[src/sv/assert_macros.svh]
// Assertion macros shared by the mixer RTL
`ifndef ASSERT_MACROS_SVH
`define ASSERT_MACROS_SVH
// same-cycle implication, disabled during reset
`define ASSERT_IMP(lbl, clk, rst_n, a, c) \
lbl: assert property (@(posedge clk) disable iff (!rst_n) (a) |-> (c)) \
    else $error("implication check failed");
// next-cycle implication, disabled during reset
`define ASSERT_NXT(lbl, clk, rst_n, a, c) \
lbl: assert property (@(posedge clk) disable iff (!rst_n) (a) |=> (c)) \
    else $error("next-cycle check failed");
`endif

[src/sv/mvsm_pkg.sv]
// Types and constants of the multi-voice sample mixer
`default_nettype none
package mvsm_pkg;
    localparam int KIND_W   = 3;
    localparam int VSEL_W   = 4;
    localparam int ADDR_W   = 16;
    localparam int BYTE_W   = 8;
    localparam int LEN_W    = 16;
    localparam int RATE_W   = 16;
    localparam int VOL_W    = 8;
    localparam int PITCH_W  = 16;
    localparam int MIX_W    = 15;
    localparam int CHOSEN_W = 3;
    localparam int MASK_W   = 8;
    localparam int STEP_W   = 24;
    localparam int PHASE_W  = 16;
    localparam int VVOL_W   = 7;
    localparam int DIVD_W   = 32;
    localparam int SRC_RATE = 11025;
    localparam logic [VVOL_W-1:0] VOL_MAX = 7'd64;

    localparam logic [KIND_W-1:0] K_LOAD   = 3'd0;
    localparam logic [KIND_W-1:0] K_START  = 3'd1;
    localparam logic [KIND_W-1:0] K_UPDATE = 3'd2;
    localparam logic [KIND_W-1:0] K_STOP   = 3'd3;
    localparam logic [KIND_W-1:0] K_TICK   = 3'd4;

    typedef enum logic [1:0] {DIV_ADDR, DIV_RATE, DIV_PITCH} t_div_sel;

    typedef struct packed {
        logic [KIND_W-1:0]  kind;
        logic [VSEL_W-1:0]  voice;
        logic [ADDR_W-1:0]  sample_address;
        logic [BYTE_W-1:0]  sample_byte;
        logic [LEN_W-1:0]   sound_length;
        logic [RATE_W-1:0]  sound_rate;
        logic [VOL_W-1:0]   volume;
        logic [PITCH_W-1:0] pitch;
    } t_word;

    typedef struct packed {
        logic signed [MIX_W-1:0] mixed_sample;
        logic [CHOSEN_W-1:0]     chosen_voice;
        logic                    accepted;
        logic [MASK_W-1:0]       playing_mask;
    } t_result;

    typedef struct packed {
        logic     capture;
        logic     div_go;
        t_div_sel div_sel;
        logic     mem_wr;
        logic     start;
        logic     update;
        logic     stop;
        logic     tick_clr;
        logic     rd;
        logic     acc;
        logic     put;
    } t_cmd;

    typedef struct packed {
        logic [KIND_W-1:0] kind;
        logic              start_ok;
        logic              update_ok;
        logic              pitch_nz;
        logic              div_done;
        logic              last;
        logic              out_full;
    } t_stat;
endpackage
`default_nettype wire

[src/sv/mvsm_ctrl.sv]
// Mixer controller state machine
`default_nettype none
module mvsm_ctrl import mvsm_pkg::*; (
    input  wire logic  i_clk,
    input  wire logic  i_rst_n,
    input  wire logic  i_in_valid,
    input  wire t_stat i_stat,
    output t_cmd       o_cmd,
    output logic       o_in_ready
);
    typedef enum logic [3:0] {
        S_IDLE, S_DEC, S_GO_A, S_WT_A, S_GO_R, S_WT_R, S_GO_P, S_WT_P,
        S_WRITE, S_START, S_UPD, S_RD, S_ACC, S_PUT
    } t_state;

    t_state r_state;
    t_state n_state;

    always_ff @(posedge i_clk) begin
        if (!i_rst_n) begin
            r_state <= S_IDLE;
        end else begin
            r_state <= n_state;
        end
    end

    always_comb begin
        n_state    = r_state;
        o_cmd      = '0;
        o_in_ready = 1'b0;
        unique case (r_state)
            S_GO_R, S_WT_R: o_cmd.div_sel = DIV_RATE;
            S_GO_P, S_WT_P: o_cmd.div_sel = DIV_PITCH;
            default:        o_cmd.div_sel = DIV_ADDR;
        endcase
        unique case (r_state)
            S_IDLE: begin
                o_in_ready    = 1'b1;
                o_cmd.capture = i_in_valid;
                if (i_in_valid) begin
                    n_state = S_DEC;
                end
            end
            S_DEC: begin
                unique case (i_stat.kind)
                    K_LOAD:   n_state = S_GO_A;
                    K_START:  n_state = i_stat.start_ok ? S_GO_A : S_PUT;
                    K_UPDATE: begin
                        if (!i_stat.update_ok) begin
                            n_state = S_PUT;
                        end else if (i_stat.pitch_nz) begin
                            n_state = S_GO_P;
                        end else begin
                            n_state = S_UPD;
                        end
                    end
                    K_STOP: begin
                        o_cmd.stop = 1'b1;
                        n_state    = S_PUT;
                    end
                    K_TICK: begin
                        o_cmd.tick_clr = 1'b1;
                        n_state        = S_RD;
                    end
                    default: n_state = S_PUT;
                endcase
            end
            S_GO_A: begin
                o_cmd.div_go = 1'b1;
                n_state      = S_WT_A;
            end
            S_WT_A: begin
                if (i_stat.div_done) begin
                    n_state = (i_stat.kind == K_LOAD) ? S_WRITE : S_GO_R;
                end
            end
            S_GO_R: begin
                o_cmd.div_go = 1'b1;
                n_state      = S_WT_R;
            end
            S_WT_R: begin
                if (i_stat.div_done) begin
                    n_state = S_START;
                end
            end
            S_GO_P: begin
                o_cmd.div_go = 1'b1;
                n_state      = S_WT_P;
            end
            S_WT_P: begin
                if (i_stat.div_done) begin
                    n_state = S_UPD;
                end
            end
            S_WRITE: begin
                o_cmd.mem_wr = 1'b1;
                n_state      = S_PUT;
            end
            S_START: begin
                o_cmd.start = 1'b1;
                n_state     = S_PUT;
            end
            S_UPD: begin
                o_cmd.update = 1'b1;
                n_state      = S_PUT;
            end
            S_RD: begin
                o_cmd.rd = 1'b1;
                n_state  = S_ACC;
            end
            S_ACC: begin
                o_cmd.acc = 1'b1;
                n_state   = i_stat.last ? S_PUT : S_RD;
            end
            S_PUT: begin
                if (!i_stat.out_full) begin
                    o_cmd.put = 1'b1;
                    n_state   = S_IDLE;
                end
            end
            default: n_state = S_IDLE;
        endcase
    end
endmodule
`default_nettype wire

[config.mk]
export PLATFORM = sky130hd
export DESIGN_NAME = mvsm_ctrl
export DESIGN_NICKNAME = d
export VERILOG_FILES = /design/src/sv/assert_macros.svh /design/src/sv/mvsm_pkg.sv /design/src/sv/mvsm_ctrl.sv
export SDC_FILE = /design/constraint.sdc
export NUM_CORES = 1
export LEC_CHECK = 0
export ABC_AREA = 1
export BUFFER_PORTS_ARGS = -buffer_cell sky130_fd_sc_hd__clkbuf_2
export CAP_MARGIN = 0
export CORE_AREA = 2 2 39 41
export CTS_BUF_LIST = sky130_fd_sc_hd__clkbuf_8
export CTS_CLUSTER_DIAMETER = 30
export DETAILED_ROUTE_END_ITERATION = 6
export DIE_AREA = 0 0 41 43
export PLACE_DENSITY = 0.73
export SETUP_SLACK_MARGIN = 0.3
export SYNTH_ARGS = -nofsm -noshare
export SYNTH_HDL_FRONTEND = slang
export SYNTH_SLANG_ARGS = --single-unit
[constraint.sdc]
create_clock -name i_clk -period 1.4 [get_ports i_clk]
set_input_delay 0.07 -clock i_clk [delete_from_list [all_inputs] [get_ports i_clk]]
set_output_delay 0.07 -clock i_clk [all_outputs]
set_load 0.01 [all_outputs]
==> results of run 1 <==
[metal layers]
| metal | GRT usage (%) | vias up | part of all wire [%] |
|---|---|---|---|
| li1 | - | 415 | - |
| met3 | 3.141 | 4 | 5.7 |
| met4 | 6.667 | 0 | 2.1 |
| met2 | 36.25 | 32 | 49 |
| met1 | 24.04 | 344 | 43 |
| met5 | 0 | - | 0 |
[layout make-up]
class                   instances  area (sq um)  share of cell area, %
clock buffers                   3         41.29                  4.609
inverters                      18         75.07                  8.380
multi-input cells              85         459.2                  51.26
flip-flops and latches          4         95.09                  10.61
well taps                      16         20.02                  2.235
repair buffers                 33         205.2                  22.91
[cell usage after synthesis (all sizes together)]
master  count
a21oi       4
buf         1
dfxtp       4
nand3      11
inv        18
o21ai       3
nand2      35
a211oi      1
nor2       21
nor3        5
nand4       4
nand3b      1
[power by group]
part	total (W)	switching, W	leakage (nW)	internal (W)
combinational	0.000982	0.000563	0.454	0.000419
clock	0.000231	0.0000491	0.0216	0.000182
sequential	0.000262	0.0000845	0.0356	0.000177
[timing repair]
| item | CTS | global route |
|---|---|---|
| pin swaps | 7 | 1 |
| gates resized for setup | 29 | 15 |
| hold endpoints to repair | 0 | 0 |
| hold buffers | 0 | 0 |
| setup buffers | 9 | 0 |
| endpoints found under the setup margin | 15 | 17 |
| cloned | 0 | 0 |
[per-stage QoR]
step	instance area (sq um)	util [%]
after floorplan	560.5	-
after global placement	689.4	49.82
after detailed placement	689.4	49.82
after CTS	874.6	63.20
after global routing	895.9	64.74
final	895.9	64.74
[worst paths after layout]
kind | start | endpoint | slack [ps] | cells past startpoint
worst min-delay path | i_rst_n | r_state[1]$_SDFFE_PN0P_ | 140 | 3
worst min register to register | r_state[2]$_SDFFE_PN0P_ | r_state[2]$_SDFFE_PN0P_ | 670 | 3
worst max register to register | r_state[2]$_SDFFE_PN0P_ | r_state[0]$_SDFFE_PN0P_ | 240 | 7
worst max-delay path | r_state[3]$_SDFFE_PN0P_ | o_cmd[4] | 200 | 6
[worst max-delay path, stage by stage, from the launching register on]
cell     delay (ps)
dfxtp_4         360
inv_4            70
nand2_4          70
nor2_4          120
inv_2            50
nor3_2          100
buf_2           150
[cell families (layout without fill, tap and decap cells)]
kind of cell	Yosys count	in the layout	share of synthesized area, %
and+or+nand+nor	77	77	62.72
buffers and inverters	19	54	14.06
DFF	4	4	14.29
AOI/OAI and AO/OA	8	8	8.929
==> impl_metrics.toml, run 1 <==
[placed_design]
io_buffers = 24
dp.cells = 147
dpl_worst_slack_ps = 60.16
gp_congestion = 0.8871
post-dp-hpwl_um = 1204

[synthesis]
synth-seq-cells = 4
synthTopCellsByArea = "nand2_1, dfxtp_1, nor2_1"
synth_area_per_cell_sq_um = 5.190
netlist_instances = 108
synth_top_area_share_pct = 22.10
syn_area_sq_um = 560.5
yosys.area.top_type = "nand2_1"
synth.net_count = 120
synth_cell_type_count = 19
yosysWarnings = 0
yosysSeqAreaShare_pct = 14.29

[layout]
reg_top3 = "r_state: 4 flops"
drive_gt1_share_pct = 48.25
diodes = 0
final_cells = 159
fillers = 120
regMostFlops = "r_state"
nets = 157
area_growth_pct = 59.82
mostFrequentLayoutCells = "nand2_1, nor2_1, clkbuf_2"
final_common_cell = "nand2_1"
largest_reg_flops = 4

[floorplan]
pin_count = 25
num_rows = 14
core_sq_um = 1384
die_area_sq_um = 1763
start_util_pct = 40.51
die_w_um = 41
die_y_um = 43

[global_route]
gr-total-overflow = 0
grt_max_degree = 10
antenna_found_initial = 0
grt_pass1_vias = 706
grt_pass1_wl_um = 2622
track_usage_pct = 20.76

[route]
ant_nets = 0
vias = 795
avgViaCountPerCell = 5.000
drc = 0
wire_per_inst_um = 10.34
wl_um = 1644
drtPass1Iterations = 7
drt_iter0_markers = 19

[clock_tree]
clk_pin_slew_ps = 30
htreeDepth = 1
cts_tree = "built"
insertion_delay_ps = 210
numCtsBuffers = 3
cts_root_buf = "clkbuf_8"
clock_sinks = 4
cts_buffer_depth = 2

[run_status]
status = "finished, final reports clean"

[worst_setup_path]
critPathRequiredTime_ps = 1330
cp_max_fo = 5
end_kind = "primary output"
startpoint_type = "flop"
worstPathArrival_ps = 1130
crit_type = "reg -> out"

[timing]
setup-violations-final = 0
max_freq_ghz = 0.8337
worst_slew_margin_rel_pct = 84.93
worst_slack_ps = 200.6
worst_clock_skew_ps = 4.060
finalMaxSlewViolations = 0
tns_ps = 0
layout_worst_path_cycle_share_pct = 85.67
min_period_ps = 1199
worst_slew_pin_slew_ps = 225.2
whs_ps = 137.1
hold_viol_final = 0
rsz0062_at_grt = "yes"

[flow_run]
maxCapViolCount = 0

[power_and_ir_drop]
cellLeakagePower_nw = 0.5109
p_total_w = 0.001475
pwr_density_cell_nw_per_um2 = 1646
peakVddDrop_mv = 1.357

[hold_path]
hp-class = "in -> reg"
No activity file was read; power rests on OpenSTA's default activity.
==> inputs of run 2 (changes only) <==
Settings changed: CELL_PAD_IN_SITES_DETAIL_PLACEMENT set to 0, CELL_PAD_IN_SITES_GLOBAL_PLACEMENT set to 1, CORE_AREA 2 2 39 41 to unset, CORE_ASPECT_RATIO set to 1.1, CORE_UTILIZATION set to 30, DIE_AREA 0 0 41 43 to unset, PLACE_DENSITY 0.73 to 0.81.
==> impl_metrics.toml, run 2 (synthesis gave the netlist of run 1 again) <==
[timing]
rsz0062_at_grt = "yes"
layout_worst_path_cycle_share_pct = 85.52
max_freq_ghz = 0.8352
worst_clock_skew_ps = 6.249
worst_slew_margin_rel_pct = 84.15
setup-violations-final = 0
finalMaxSlewViolations = 0
hold_viol_final = 0
worst_slew_pin_slew_ps = 236.9
tns_ps = 0
min_period_ps = 1197

[clock_tree]
cts_tree = "built"
numCtsBuffers = 3
cts_root_buf = "clkbuf_8"
htreeDepth = 1
clk_pin_slew_ps = 40
cts_buffer_depth = 2
insertion_delay_ps = 220
clock_sinks = 4

[worst_setup_path]
path_cells = "buf_6, nand2_8, buf_4, a211oi_2, inv_1, a21oi_2"
critPathRequiredTime_ps = 1550
end_kind = "flop"
crit_type = "reg -> reg"
cp_num_buf_inv = 3
crit_family = "flip-flops"
startpoint_type = "flop"
worstPathArrival_ps = 1350
max_stage_delay_ps = 400
crit_slowest_cell = "dfxtp_4"
r2r_slack_ps = 200
cp_max_fo = 6

[global_route]
gr-total-overflow = 0
track_usage_pct = 18.89
grt_max_degree = 10
grt_pass1_wl_um = 2877
grt_pass1_vias = 720
antenna_found_initial = 0

[route]
drtPass1Iterations = 3
wl_um = 1837
wire_per_inst_um = 11.34
ant_nets = 0
drt_iter0_markers = 10
drc = 0
vias = 811
avgViaCountPerCell = 5.006

[floorplan]
pin_count = 25
die_y_um = 47.34
num_rows = 16
start_util_pct = 31.82
die_w_um = 43.22
core_sq_um = 1762
die_area_sq_um = 2046

[layout]
multiInputGateArea_sq_um = 489.2
diodes = 0
mostFrequentLayoutCells = "nand2_1, clkbuf_2, nor2_1"
reg_top3 = "r_state: 4 flops"
utilization_pct = 52.77
area_growth_pct = 65.85
final_common_cell = "nand2_1"
ff_latch_area_sq_um = 95.09
nets = 158
largest_reg_flops = 4
regMostFlops = "r_state"
drive_gt1_share_pct = 49.31
fillers = 183

[power_and_ir_drop]
pwr_density_cell_nw_per_um2 = 1683
cellLeakagePower_nw = 0.5083
peakVddDrop_mv = 0.8321

[flow_run]
maxCapViolCount = 0

[placed_design]
io_buffers = 24
gp_congestion = 0.8180
post-dp-hpwl_um = 1218

[run_status]
status = "finished, final reports clean"

[hold_path]
hp-class = "in -> reg"
## run 2: cell count changes in the layout (fill, tap and decap cells not counted)
cell | previous run | this run
buf_6 | 4 | 3
inv_2 | 7 | 6
a211oi_1 | 1 | 0
nor2_2 | 1 | 4
buf_4 | 6 | 7
nor2_1 | 17 | 14
nand2_8 | 0 | 1
nand2_2 | 5 | 2
clkbuf_2 | 16 | 17
a211oi_2 | 0 | 1
nand2_1 | 27 | 29
inv_1 | 8 | 9
nand4_2 | 1 | 0
nand4_4 | 0 | 1
## run 2: final timing paths
path | startpoint | endpoint | depth (start not counted)
worst min-delay path | i_rst_n | r_state[1]$_SDFFE_PN0P_ | 3
worst max-delay path | r_state[0]$_SDFFE_PN0P_ | r_state[1]$_SDFFE_PN0P_ | 6
worst max register to register | r_state[0]$_SDFFE_PN0P_ | r_state[1]$_SDFFE_PN0P_ | 6
worst min register to register | r_state[2]$_SDFFE_PN0P_ | r_state[2]$_SDFFE_PN0P_ | 2
## run 2: worst register-to-register path, cell delays in order (launching register included)
cell and delay [ps]:
dfxtp_4 400, buf_6 140, nand2_8 60, buf_4 130, a211oi_2 180, inv_1 80, a21oi_2 130
## run 2: power by group
group | switching [W] | internal [W]
logic | 0.000599 | 0.000437
clock network | 0.0000663 | 0.000184
registers | 0.000102 | 0.000177
total | 0.000767 | 0.000798
## run 2: repair_timing
item | CTS | global route
hold buffers | 0 | 0
hold endpoints to repair | 0 | 0
gates resized for setup | 31 | 15
endpoints found under the setup margin | 17 | 17
pin swaps | 7 | 9
setup buffers | 10 | 0
## run 2: cell type report
| cell class | count | area share (%) |
|---|---|---|
| repair buffers | 34 | 22.21 |
| flip-flops and latches | 4 | 10.23 |
| inverters | 18 | 8.075 |
| clock buffers | 3 | 4.441 |
| well taps | 18 | 2.423 |
| multi-input cells | 85 | 52.62 |
## run 2: metal layers
metal / routed length (um) / GRT usage [%] / vias up
met5: 0 / 0 / -
met1: 787 / 22.32 / 363
met4: 76 / 10.30 / 0
met2: 908 / 32.84 / 22
met3: 65 / 3.462 / 9
li1: - / - / 417
## run 2: through the flow
stage          power (W)  cells  hold slack (ps)  area (sq um)  setup slack, ps
3_5_place_dp   0.0009148    149            362.2         691.9            55.65
6_report        0.001565    162            126.5         929.6            202.7
2_1_floorplan  0.0007476    108            194.4         560.5            325.2
5_1_grt         0.001692    162            147.8         929.6            131.6
3_3_place_gp   0.0009218    149            351.7         691.9            66.68
4_1_cts         0.001474    162            129.2         889.6            183.7
==> inputs of run 3 (changes only) <==
==> constraint.sdc (replaced) <==
create_clock -name i_clk -period 1.4 [get_ports i_clk]
set_input_delay 0.14 -clock i_clk [delete_from_list [all_inputs] [get_ports i_clk]]
set_output_delay 0.14 -clock i_clk [all_outputs]
set_load 0.01 [all_outputs]
==> impl_metrics.toml, run 3 (synthesis gave the netlist of run 1 again) <==
[run_status]
status = "finished, final reports clean"

[clock_tree]
cts_buffer_depth = 2
cts_tree = "built"
clock_sinks = 4
cts_root_buf = "clkbuf_8"
insertion_delay_ps = 220
htreeDepth = 1
numCtsBuffers = 3
clk_pin_slew_ps = 30

[floorplan]
pin_count = 25
die_y_um = 47.34
num_rows = 16
die_w_um = 43.22
die_area_sq_um = 2046
start_util_pct = 31.82
core_sq_um = 1762

[timing]
setup-violations-final = 0
worst_slack_ps = 95.99
tns_ps = 0
max_freq_ghz = 0.7669
finalMaxSlewViolations = 0
rsz0062_at_grt = "yes"
hold_viol_final = 0
worst_slew_pin_slew_ps = 224.6
min_period_ps = 1304
worst_slew_margin_rel_pct = 84.97
worst_clock_skew_ps = 0.4409
layout_worst_path_cycle_share_pct = 93.14

[worst_setup_path]
critPathRequiredTime_ps = 1260
startpoint_type = "flop"
reg2reg_from = "r_state[0]$_SDFFE_PN0P_"
r2r-end = "r_state[1]$_SDFFE_PN0P_"
r2r_slack_ps = 170
cp_max_fo = 5
crit_type = "reg -> out"
end_kind = "primary output"
ff2ff_path_depth = 9
cp-startpoint = "r_state[3]$_SDFFE_PN0P_"
worstPathArrival_ps = 1160

[route]
wl_um = 1888
drt_iter0_markers = 17
avgViaCountPerCell = 4.994
vias = 819
drc = 0
drtPass1Iterations = 4
ant_nets = 0
wire_per_inst_um = 11.51

[layout]
mostFrequentLayoutCells = "nand2_1, nor2_1, clkbuf_2"
fillers = 179
nets = 160
reg_top3 = "r_state: 4 flops"
multiInputGateArea_sq_um = 491.7
final_area_sq_um = 960.9
drive_gt1_share_pct = 52.05
largest_reg_flops = 4
area_growth_pct = 71.43
final_common_cell = "nand2_1"
regMostFlops = "r_state"
utilization_pct = 54.55
diodes = 0
ff_latch_area_sq_um = 95.09

[power_and_ir_drop]
p_comb_share_pct = 68.3
cellLeakagePower_nw = 0.5352
peakVddDrop_mv = 0.7033
clkPwrFrac_pct = 15.2
p_total_w = 0.001634
switching_share_pct = 47.88
pwr_density_cell_nw_per_um2 = 1701
power_switching_w = 0.0007825
pwr-share-seq_pct = 16.6
internal_power_w = 0.0008519

[hold_path]
hp-class = "in -> reg"
min-delay-start = "i_rst_n"
hold_path_depth = 3
hold_end = "r_state[2]$_SDFFE_PN0P_"

[global_route]
grt_pass1_wl_um = 2711
grt_pass1_vias = 663
track_usage_pct = 17.98
grt_max_degree = 10
antenna_found_initial = 0
gr-total-overflow = 0

[placed_design]
dpl_worst_slack_ps = 96.33
post-dp-hpwl_um = 1216
io_buffers = 24
placed_area_sq_um = 699.4
gp_congestion = 0.8516

[flow_run]
maxCapViolCount = 0
==> run 3: cell count changes in the layout (fill, tap and decap cells not counted), sizes merged <==
cell	change
buf	+7
clkbuf	-5
==> run 3: power groups by stage <==
stage	clock [W]	combinational (W)	sequential [W]
finish	0.000248	0.00112	0.000271
global route	0.000254	0.00121	0.000278
CTS	0.000249	0.000957	0.000242
detailed placement	0	0.000710	0.000225
global placement	0	0.000713	0.000224
floorplan	0	0.000558	0.000189
==> run 3: layer usage <==
| metal | GRT usage (%) | wire length, um | vias to the layer above |
|---|---|---|---|
| met4 | 10.91 | 64 | 0 |
| li1 | - | - | 420 |
| met2 | 32.54 | 957 | 26 |
| met3 | 0 | 62 | 7 |
| met5 | 0 | 0 | - |
| met1 | 21.82 | 804 | 366 |
==> run 3: worst max-delay path, stage by stage, from the launching register on <==
cell and delay (ps):
dfxtp_4 370, inv_4 90, nand2_4 80, nor2_4 120
inv_2 50, nor3_2 90, buf_2 140
==> run 3: area by class of cell <==
cell class                 instances  share of cell area, %
multi-input combinational         85                  51.17
timing repair buffer              36                  24.48
sequential                         4                  9.896
inverter                          18                  7.812
clock buffer                       3                  4.297
tap                               18                  2.344
==> run 3: stage by stage <==
stage | hold slack (ps) | instances
CTS | 199.8 | 161
global route | 234.9 | 164
detailed placement | 425.0 | 150
global placement | 428.6 | 150
finish | 197.9 | 164
floorplan | 320.1 | 108
==> run 3: how the worst max path moves through the flow <==
stage	to	slack [ps]	cells after the start
3_3_place_gp	o_cmd[3]	110	6
5_1_grt	o_cmd[11]	50	5
4_1_cts	o_cmd[3]	140	6
6_report	o_cmd[4]	100	6
2_1_floorplan	o_cmd[3]	260	5
3_5_place_dp	o_cmd[3]	100	5
==> run 3: what timing repair did <==
| action | in CTS | in global routing |
|---|---|---|
| setup endpoints to repair | 17 | 17 |
| setup buffers | 8 | 3 |
| pin swaps | 7 | 5 |
| hold buffers | 0 | 0 |
| gates resized for setup | 27 | 29 |
| gates cloned | 0 | 0 |
| hold endpoints to repair | 0 | 0 |
